<file path="config.mk">
export PLATFORM = sky130hd
export DESIGN_NAME = sspe_ctrl
export DESIGN_NICKNAME = d
export VERILOG_FILES = /design/src/hdl/sspe_pkg.sv /design/src/hdl/sspe_ctrl.sv
export SDC_FILE = /design/constraint.sdc
export NUM_CORES = 1
export LEC_CHECK = 0
export BUFFER_PORTS_ARGS = -buffer_cell sky130_fd_sc_hd__buf_2
export CORE_AREA = 3 3 40 42
export CTS_CLUSTER_SIZE = 28
export DETAILED_ROUTE_END_ITERATION = 8
export DIE_AREA = 0 0 43 45
export SLEW_MARGIN = 30
export SYNTH_ARGS = -nofsm -noshare
export SYNTH_HDL_FRONTEND = slang
export SYNTH_SLANG_ARGS = --single-unit
</file>
<file path="constraint.sdc">
create_clock -name i_clk -period 2.4 [get_ports i_clk]
set_clock_uncertainty 0.2 [all_clocks]
set_input_delay 0 -clock i_clk [delete_from_list [all_inputs] [get_ports i_clk]]
set_output_delay 0 -clock i_clk [all_outputs]
set_load 0.02 [all_outputs]
</file>
<file path="src/hdl/sspe_pkg.sv">
package sspe_pkg;

    typedef enum logic [1:0] {
        REQ_DRAW  = 2'd0,
        REQ_ERASE = 2'd1,
        REQ_CLEAR = 2'd2,
        REQ_NONE  = 2'd3
    } t_req;

    typedef enum logic [2:0] {
        ST_IDLE,
        ST_DRAW,
        ST_SCAN,
        ST_WAIT,
        ST_MOVE_RD,
        ST_MOVE_WR,
        ST_FINISH
    } t_state;

    // controller -> datapath
    typedef struct packed {
        logic load_q;     // capture request, clear index and result
        logic clear_cnt;  // empty the store
        logic wr_draw;    // append query segment, count up
        logic res_draw;   // result box = query box
        logic set_full;   // flag dropped draw
        logic rd_idx;     // read entry at scan index, start pipeline
        logic rd_last;    // read last stored entry
        logic wr_move;    // write last entry over scan index
        logic hit_take;   // merge box, count down
        logic miss_take;  // step scan index
        logic finish;     // present result
    } t_cmd;

    // datapath -> controller
    typedef struct packed {
        logic full;
        logic scan_end;
        logic hit_valid;
        logic hit;
    } t_stat;

endpackage

</file>
<file path="src/hdl/sspe_ctrl.sv">
module sspe_ctrl (
    input  logic               i_clk,
    input  logic               i_rst_n,
    input  logic               start,
    input  logic [1:0]         i_req_type,
    input  sspe_pkg::t_stat    i_stat,
    output sspe_pkg::t_cmd     o_cmd,
    output logic               busy
);

    sspe_pkg::t_state r_state, n_state;

    always_ff @(posedge i_clk) begin
        if (!i_rst_n) begin
            r_state <= sspe_pkg::ST_IDLE;
        end else begin
            r_state <= n_state;
        end
    end

    always_comb begin
        n_state = r_state;
        unique case (r_state)
            sspe_pkg::ST_IDLE: begin
                if (start) begin
                    unique case (sspe_pkg::t_req'(i_req_type))
                        sspe_pkg::REQ_DRAW:  n_state = sspe_pkg::ST_DRAW;
                        sspe_pkg::REQ_ERASE: n_state = sspe_pkg::ST_SCAN;
                        default:             n_state = sspe_pkg::ST_FINISH;
                    endcase
                end
            end
            sspe_pkg::ST_DRAW:    n_state = sspe_pkg::ST_FINISH;
            sspe_pkg::ST_SCAN: begin
                n_state = i_stat.scan_end ? sspe_pkg::ST_FINISH : sspe_pkg::ST_WAIT;
            end
            sspe_pkg::ST_WAIT: begin
                if (i_stat.hit_valid) begin
                    n_state = i_stat.hit ? sspe_pkg::ST_MOVE_RD : sspe_pkg::ST_SCAN;
                end
            end
            sspe_pkg::ST_MOVE_RD: n_state = sspe_pkg::ST_MOVE_WR;
            sspe_pkg::ST_MOVE_WR: n_state = sspe_pkg::ST_SCAN;
            sspe_pkg::ST_FINISH:  n_state = sspe_pkg::ST_IDLE;
            default:              n_state = sspe_pkg::ST_IDLE;
        endcase
    end

    always_comb begin
        o_cmd = '0;
        busy  = 1'b1;
        unique case (r_state)
            sspe_pkg::ST_IDLE: begin
                busy = 1'b0;
                if (start) begin
                    o_cmd.load_q    = 1'b1;
                    o_cmd.clear_cnt = (sspe_pkg::t_req'(i_req_type) == sspe_pkg::REQ_CLEAR);
                end
            end
            sspe_pkg::ST_DRAW: begin
                if (i_stat.full) begin
                    o_cmd.set_full = 1'b1;
                end else begin
                    o_cmd.wr_draw  = 1'b1;
                    o_cmd.res_draw = 1'b1;
                end
            end
            sspe_pkg::ST_SCAN: begin
                o_cmd.rd_idx = !i_stat.scan_end;
            end
            sspe_pkg::ST_WAIT: begin
                o_cmd.hit_take  = i_stat.hit_valid && i_stat.hit;
                o_cmd.miss_take = i_stat.hit_valid && !i_stat.hit;
            end
            sspe_pkg::ST_MOVE_RD: o_cmd.rd_last = 1'b1;
            sspe_pkg::ST_MOVE_WR: o_cmd.wr_move = 1'b1;
            sspe_pkg::ST_FINISH:  o_cmd.finish  = 1'b1;
            default:              busy = 1'b1;
        endcase
    end

endmodule

</file>
# Word level (Yosys, flattened, before mapping)
# Cells that the tools add are included.
[word_totals]
register_bits = 3
output_inout_bits = 12
inputBits = 9
word_cells = 35
[classes]
muxes = 17
reduce_logical = 7
n_eq_ne = 10
[op_table]
columns = ["cell", "n"]
rows = [
  ["$pmux 3 s6", 1],
  ["$mux 3", 5],
  ["$eq 3x3->1 const B", 3],
  ["$mux 2", 4],
  ["$eq 3x2->1 const B", 2],
  ["$mux 1", 6],
  ["$pmux 3 s2", 1],
  ["$ne 2x2->1 const B", 2],
  ["$eq 3x1->1 const B", 1],
  ["$logic_not 3->1", 1],
  ["$eq 2x1->1 const B", 1],
  ["$eq 2x2->1 const B", 1],
  ["$logic_and 1x1->1", 2],
  ["$logic_not 1->1", 2],
  ["$logic_not 2->1", 1],
  ["$reduce_and 2->1", 1],
]

# Depth between registers and ports, before layout
[depth]
depth_word = 4
ltp_mapped = 5
depth_no_buf = 3

# Least setup slack after synthesis
# OpenSTA, ideal clock, no wires.
[synth_path]
path_kind = "register -> register"
start = "register r_state[1]"
end = "register r_state[0]"
arrival_ps = 1483
n_path_buf = 1
stages_incl_launch_ff = 5
t_required_ps = 2129
slack_ps = 646
path_cell_list = "dfxtp_1 > buf_4 > nor4b_1 > a21oi_1 > o21ai_1"
[synth_between]
elab_chain_cells = 3
elab_cells_between_ends = 10
classes_between = "eq/ne: 7; mux: 1; reduce/logical: 2"
[synth_rtl]
columns = ["element", "line", "text"]
rows = [
  ["from (decl)", "sspe_ctrl.sv:11", "sspe_pkg::t_state r_state, n_state;"],
  ["from (signal assigned)", "sspe_ctrl.sv:15", "r_state <= sspe_pkg::ST_IDLE;"],
  ["from (signal assigned)", "sspe_ctrl.sv:17", "r_state <= n_state;"],
  ["$eq 3x2->1 / $logic_not 3->1 (equally long branches)", "sspe_ctrl.sv:23", "unique case (r_state)"],
  ["$ne 2x2->1 (no source line)", "-", ""],
  ["$reduce_and 2->1 (no source line)", "-", ""],
]
# Several ways; a longest one is shown, not always the timed one.
# A chain may end at the register's enable or synchronous reset.

# Worst setup path after layout
[layout_path]
start = "register r_state[0]"
end = "register r_state[2]"
# The elaborated chain is that of the path after synthesis.

==> metrics.txt <==
# TYPE chip_impl_metric gauge
chip_impl_metric{name="fp.dieArea",unit="um2"} 1935
chip_impl_info{name="synth-main-ff-cell",value="dfxtp_1"} 1
chip_impl_metric{name="synthAdderAreaFrac",unit="%"} 0
chip_impl_metric{name="worst_hold_path.num_cells",unit=""} 4
chip_impl_metric{name="synth-seq-area-share",unit="%"} 18.82
chip_impl_metric{name="synth-xor-area-share",unit="%"} 0
chip_impl_metric{name="synth_enable_flop_cells",unit=""} 0
chip_impl_metric{name="finalHoldViolations",unit=""} 0
chip_impl_info{name="hold_path.startpoint",value="start"} 1
chip_impl_metric{name="worst_pin_slew",unit="ns"} 0.4952
chip_impl_metric{name="first_iter_violations",unit=""} 13
chip_impl_metric{name="drt_drc_violations_left",unit=""} 0
chip_impl_metric{name="cts_htree_levels",unit=""} 1
chip_impl_info{name="reg_top3",value="r_state x3"} 1
chip_impl_metric{name="detail_route.wirelength",unit="um"} 889
chip_impl_metric{name="via_count",unit=""} 396
chip_impl_metric{name="tritoncts.num_buffers",unit=""} 3
chip_impl_info{name="whs_endpoint",value="r_state[1]"} 1
chip_impl_metric{name="area_grow_syn2layout",unit="%"} 52.55
chip_impl_metric{name="vias_per_cell",unit=""} 4.771
chip_impl_metric{name="floorplan.die.width",unit="um"} 43
chip_impl_info{name="root_buffer",value="clkbuf_4"} 1
chip_impl_metric{name="postSynthCellCount",unit=""} 42
chip_impl_metric{name="report.final.setup_viol",unit=""} 0
chip_impl_metric{name="cts_sinks",unit=""} 3
chip_impl_metric{name="stdcell_count",unit=""} 83
chip_impl_metric{name="yosys_register_bits",unit=""} 3
chip_impl_metric{name="number_of_max_slew_violations_in_the_final_report",unit=""} 0
chip_impl_metric{name="pin_count",unit=""} 21
chip_impl_metric{name="final_layout_size_suffix_gt1_share",unit="%"} 44.12
chip_impl_metric{name="totalPowerFinal",unit="mW"} 0.5487
chip_impl_metric{name="finish.net_count",unit=""} 78
chip_impl_metric{name="grt_max_degree",unit=""} 17
chip_impl_metric{name="total_grt_usage",unit="%"} 10.47
chip_impl_metric{name="synth.yosys.warnings",unit=""} 0
chip_impl_metric{name="synth-compound-area-share",unit="%"} 15.69
chip_impl_info{name="rsz0062_at_grt",value="no"} 1
chip_impl_info{name="critical_path_class",value="flip-flop to flip-flop"} 1
chip_impl_metric{name="max_clk_rate",unit="MHz"} 484.7
chip_impl_metric{name="crit_path_max_fanout",unit=""} 16
chip_impl_metric{name="cellPowerDensity",unit="nW/um2"} 1127
chip_impl_metric{name="placeableCoreArea",unit="um2"} 1285
chip_impl_metric{name="timing.setup.tns",unit="ns"} 0
chip_impl_metric{name="clkLatencyLatePin",unit="ns"} 0.24
chip_impl_metric{name="clk_pin_slew_worst_paths",unit="ns"} 0.04
chip_impl_metric{name="ff2ff_setup_slack",unit="ns"} 0.34
chip_impl_metric{name="antenna_cells_inserted",unit=""} 0
chip_impl_metric{name="timing.critical_path.required",unit="ns"} 2.32
chip_impl_metric{name="async_reset_ff_share",unit="%"} 0
chip_impl_info{name="synth_top_family_by_area",value="simple AND/OR/NAND/NOR gates"} 1
chip_impl_metric{name="r2r_cells",unit=""} 4
chip_impl_metric{name="syn_nets",unit=""} 51
chip_impl_metric{name="largest_register_ff_count",unit=""} 3
chip_impl_info{name="tritoncts",value="built"} 1
chip_impl_metric{name="vdd_drop_max",unit="mV"} 0.3734
chip_impl_metric{name="antenna_found_initial",unit=""} 0
chip_impl_metric{name="static-leakage-power",unit="nW"} 0.2507
chip_impl_metric{name="wl_per_cell",unit="um"} 10.71
chip_impl_metric{name="post_synth.cell_area_avg",unit="um2"} 7.597
chip_impl_info{name="worst_setup_path_start_kind",value="flip-flop"} 1
chip_impl_metric{name="hpwlAfterDp",unit="um"} 620.7
chip_impl_metric{name="max_cap_viol_count",unit=""} 0
chip_impl_metric{name="finalWeightedCongestion",unit=""} 0.7770
chip_impl_info{name="critical_path.endpoint_type",value="flip-flop"} 1
chip_impl_metric{name="post_synth_and_or_nand_nor_area_fraction",unit="%"} 47.06
chip_impl_metric{name="muxShareOfSynthArea",unit="%"} 3.137
chip_impl_info{name="outcome",value="completed"} 1
chip_impl_metric{name="clock_path_buffers",unit=""} 2
chip_impl_info{name="max_flop_register",value="r_state"} 1
chip_impl_metric{name="grt_first_pass_wirelength",unit="um"} 1469
chip_impl_info{name="layout.cells.most_common",value="buf_2"} 1
chip_impl_metric{name="floorplan.initialDensity",unit="%"} 24.83
chip_impl_metric{name="timing.final.crit_period",unit="ns"} 2.063
chip_impl_metric{name="ctsResizeCount",unit=""} 0
chip_impl_metric{name="mappedNetlistArea",unit="um2"} 319.1
chip_impl_metric{name="place.detailed.instances",unit=""} 73
chip_impl_metric{name="placement.io_buffers",unit=""} 20
chip_impl_info{name="min-delay-path-class",value="input pin to flip-flop"} 1
chip_impl_metric{name="drtPass1Iterations",unit=""} 4
chip_impl_metric{name="number_of_routed_nets_with_antenna_violations",unit=""} 0
chip_impl_metric{name="first_global_vias",unit=""} 345
chip_impl_info{name="r2r_end",value="r_state[2]"} 1
chip_impl_metric{name="std_cell_rows",unit=""} 13
chip_impl_info{name="reg2reg_from",value="r_state[0]"} 1
chip_impl_metric{name="fin_worst_hold_slack",unit="ns"} 0.05189
chip_impl_metric{name="timing.slew.headroom",unit="%"} 66.94
chip_impl_metric{name="postCtsSetupRepairBufs",unit=""} 0
chip_impl_metric{name="globalRoute.totalOverflow",unit=""} 0
chip_impl_metric{name="critical_path_arrival",unit="ns"} 1.98
chip_impl_info{name="most-common-layout-cells",value="20 x buf_2, 6 x nor2_1, 6 x dlygate4sd3_1"} 1
chip_impl_metric{name="fin_crit_sh",unit="%"} 85.97
chip_impl_metric{name="netlist-cell-type-count",unit=""} 27
chip_impl_metric{name="die_h",unit="um"} 45
[final cells by class]
class	instances	area [um2]
tap	15	18.77
multi-input combinational	32	210.2
clock buffer	4	26.28
sequential	3	60.06
timing repair buffer	26	160.2
inverter	3	11.26
fill	140	798.3
[cell families after synthesis]
logic type	Yosys count
multiplexers	1
AO/OA/AOI/OAI	8
flip-flops	3
buffers and inverters	7
AND/OR/NAND/NOR	23
[timing repair]
action | CTS | global route
hold endpoints to repair | 3 | 0
endpoints found under the setup margin | 0 | 0
hold buffers | 6 | 0
[Yosys cell counts (all sizes together) (2+ instances only)]
cell	n	area, um2
inv	3	11.26
and3	2	13.77
buf	4	37.53
nand2	3	11.26
o21ai	4	20.02
nor2	7	28.78
dfxtp	3	60.06
[metrics by stage]
step	cell area (um2)	util (%)	setup slack, ns
4_1_cts	486.7	37.88	0.3388
3_5_place_dp	400.4	31.16	0.8968
2_1_floorplan	319.1	-	0.6457
3_3_place_gp	400.4	31.16	0.9274
6_report	486.7	37.88	0.3368
5_1_grt	486.7	37.88	0.2535
[critical path, stage by stage, from the launching register on]
cell	delay (ns)
dfxtp_1	0.45
or4_4	0.54
nand4_2	0.12
a211oi_1	0.05
dlygate4sd3_1	0.58
[power by group]
| group | internal, mW | switching [mW] | leakage, nW |
|---|---|---|---|
| Clock | 0.0626 | 0.0300 | 0.0150 |
| Combinational | 0.161 | 0.159 | 0.211 |
| Sequential | 0.0716 | 0.0651 | 0.0248 |
[how the worst max path moves through the flow]
stage,startpoint,endpoint,slack [ns],cells after the start
after global placement,r_state[0],r_state[1],0.93,3
after CTS,r_state[0],r_state[2],0.34,4
final,r_state[0],r_state[2],0.34,4
after global routing,r_state[0],r_state[2],0.25,4
after detailed placement,r_state[0],r_state[2],0.90,3
after floorplan,r_state[1],r_state[0],0.65,4
[routing by layer]
layer / track usage [%] / vias up / wire [um] / part of all wire, %
met5: 0 / - / 0 / 0
met4: 7.229 / 0 / 14 / 1.6
met3: 3.984 / 2 / 68 / 7.6
met2: 16.47 / 13 / 428 / 48
met1: 11.72 / 178 / 377 / 42
li1: - / 203 / - / -
Note: power is estimated with default switching activity, not from simulation.
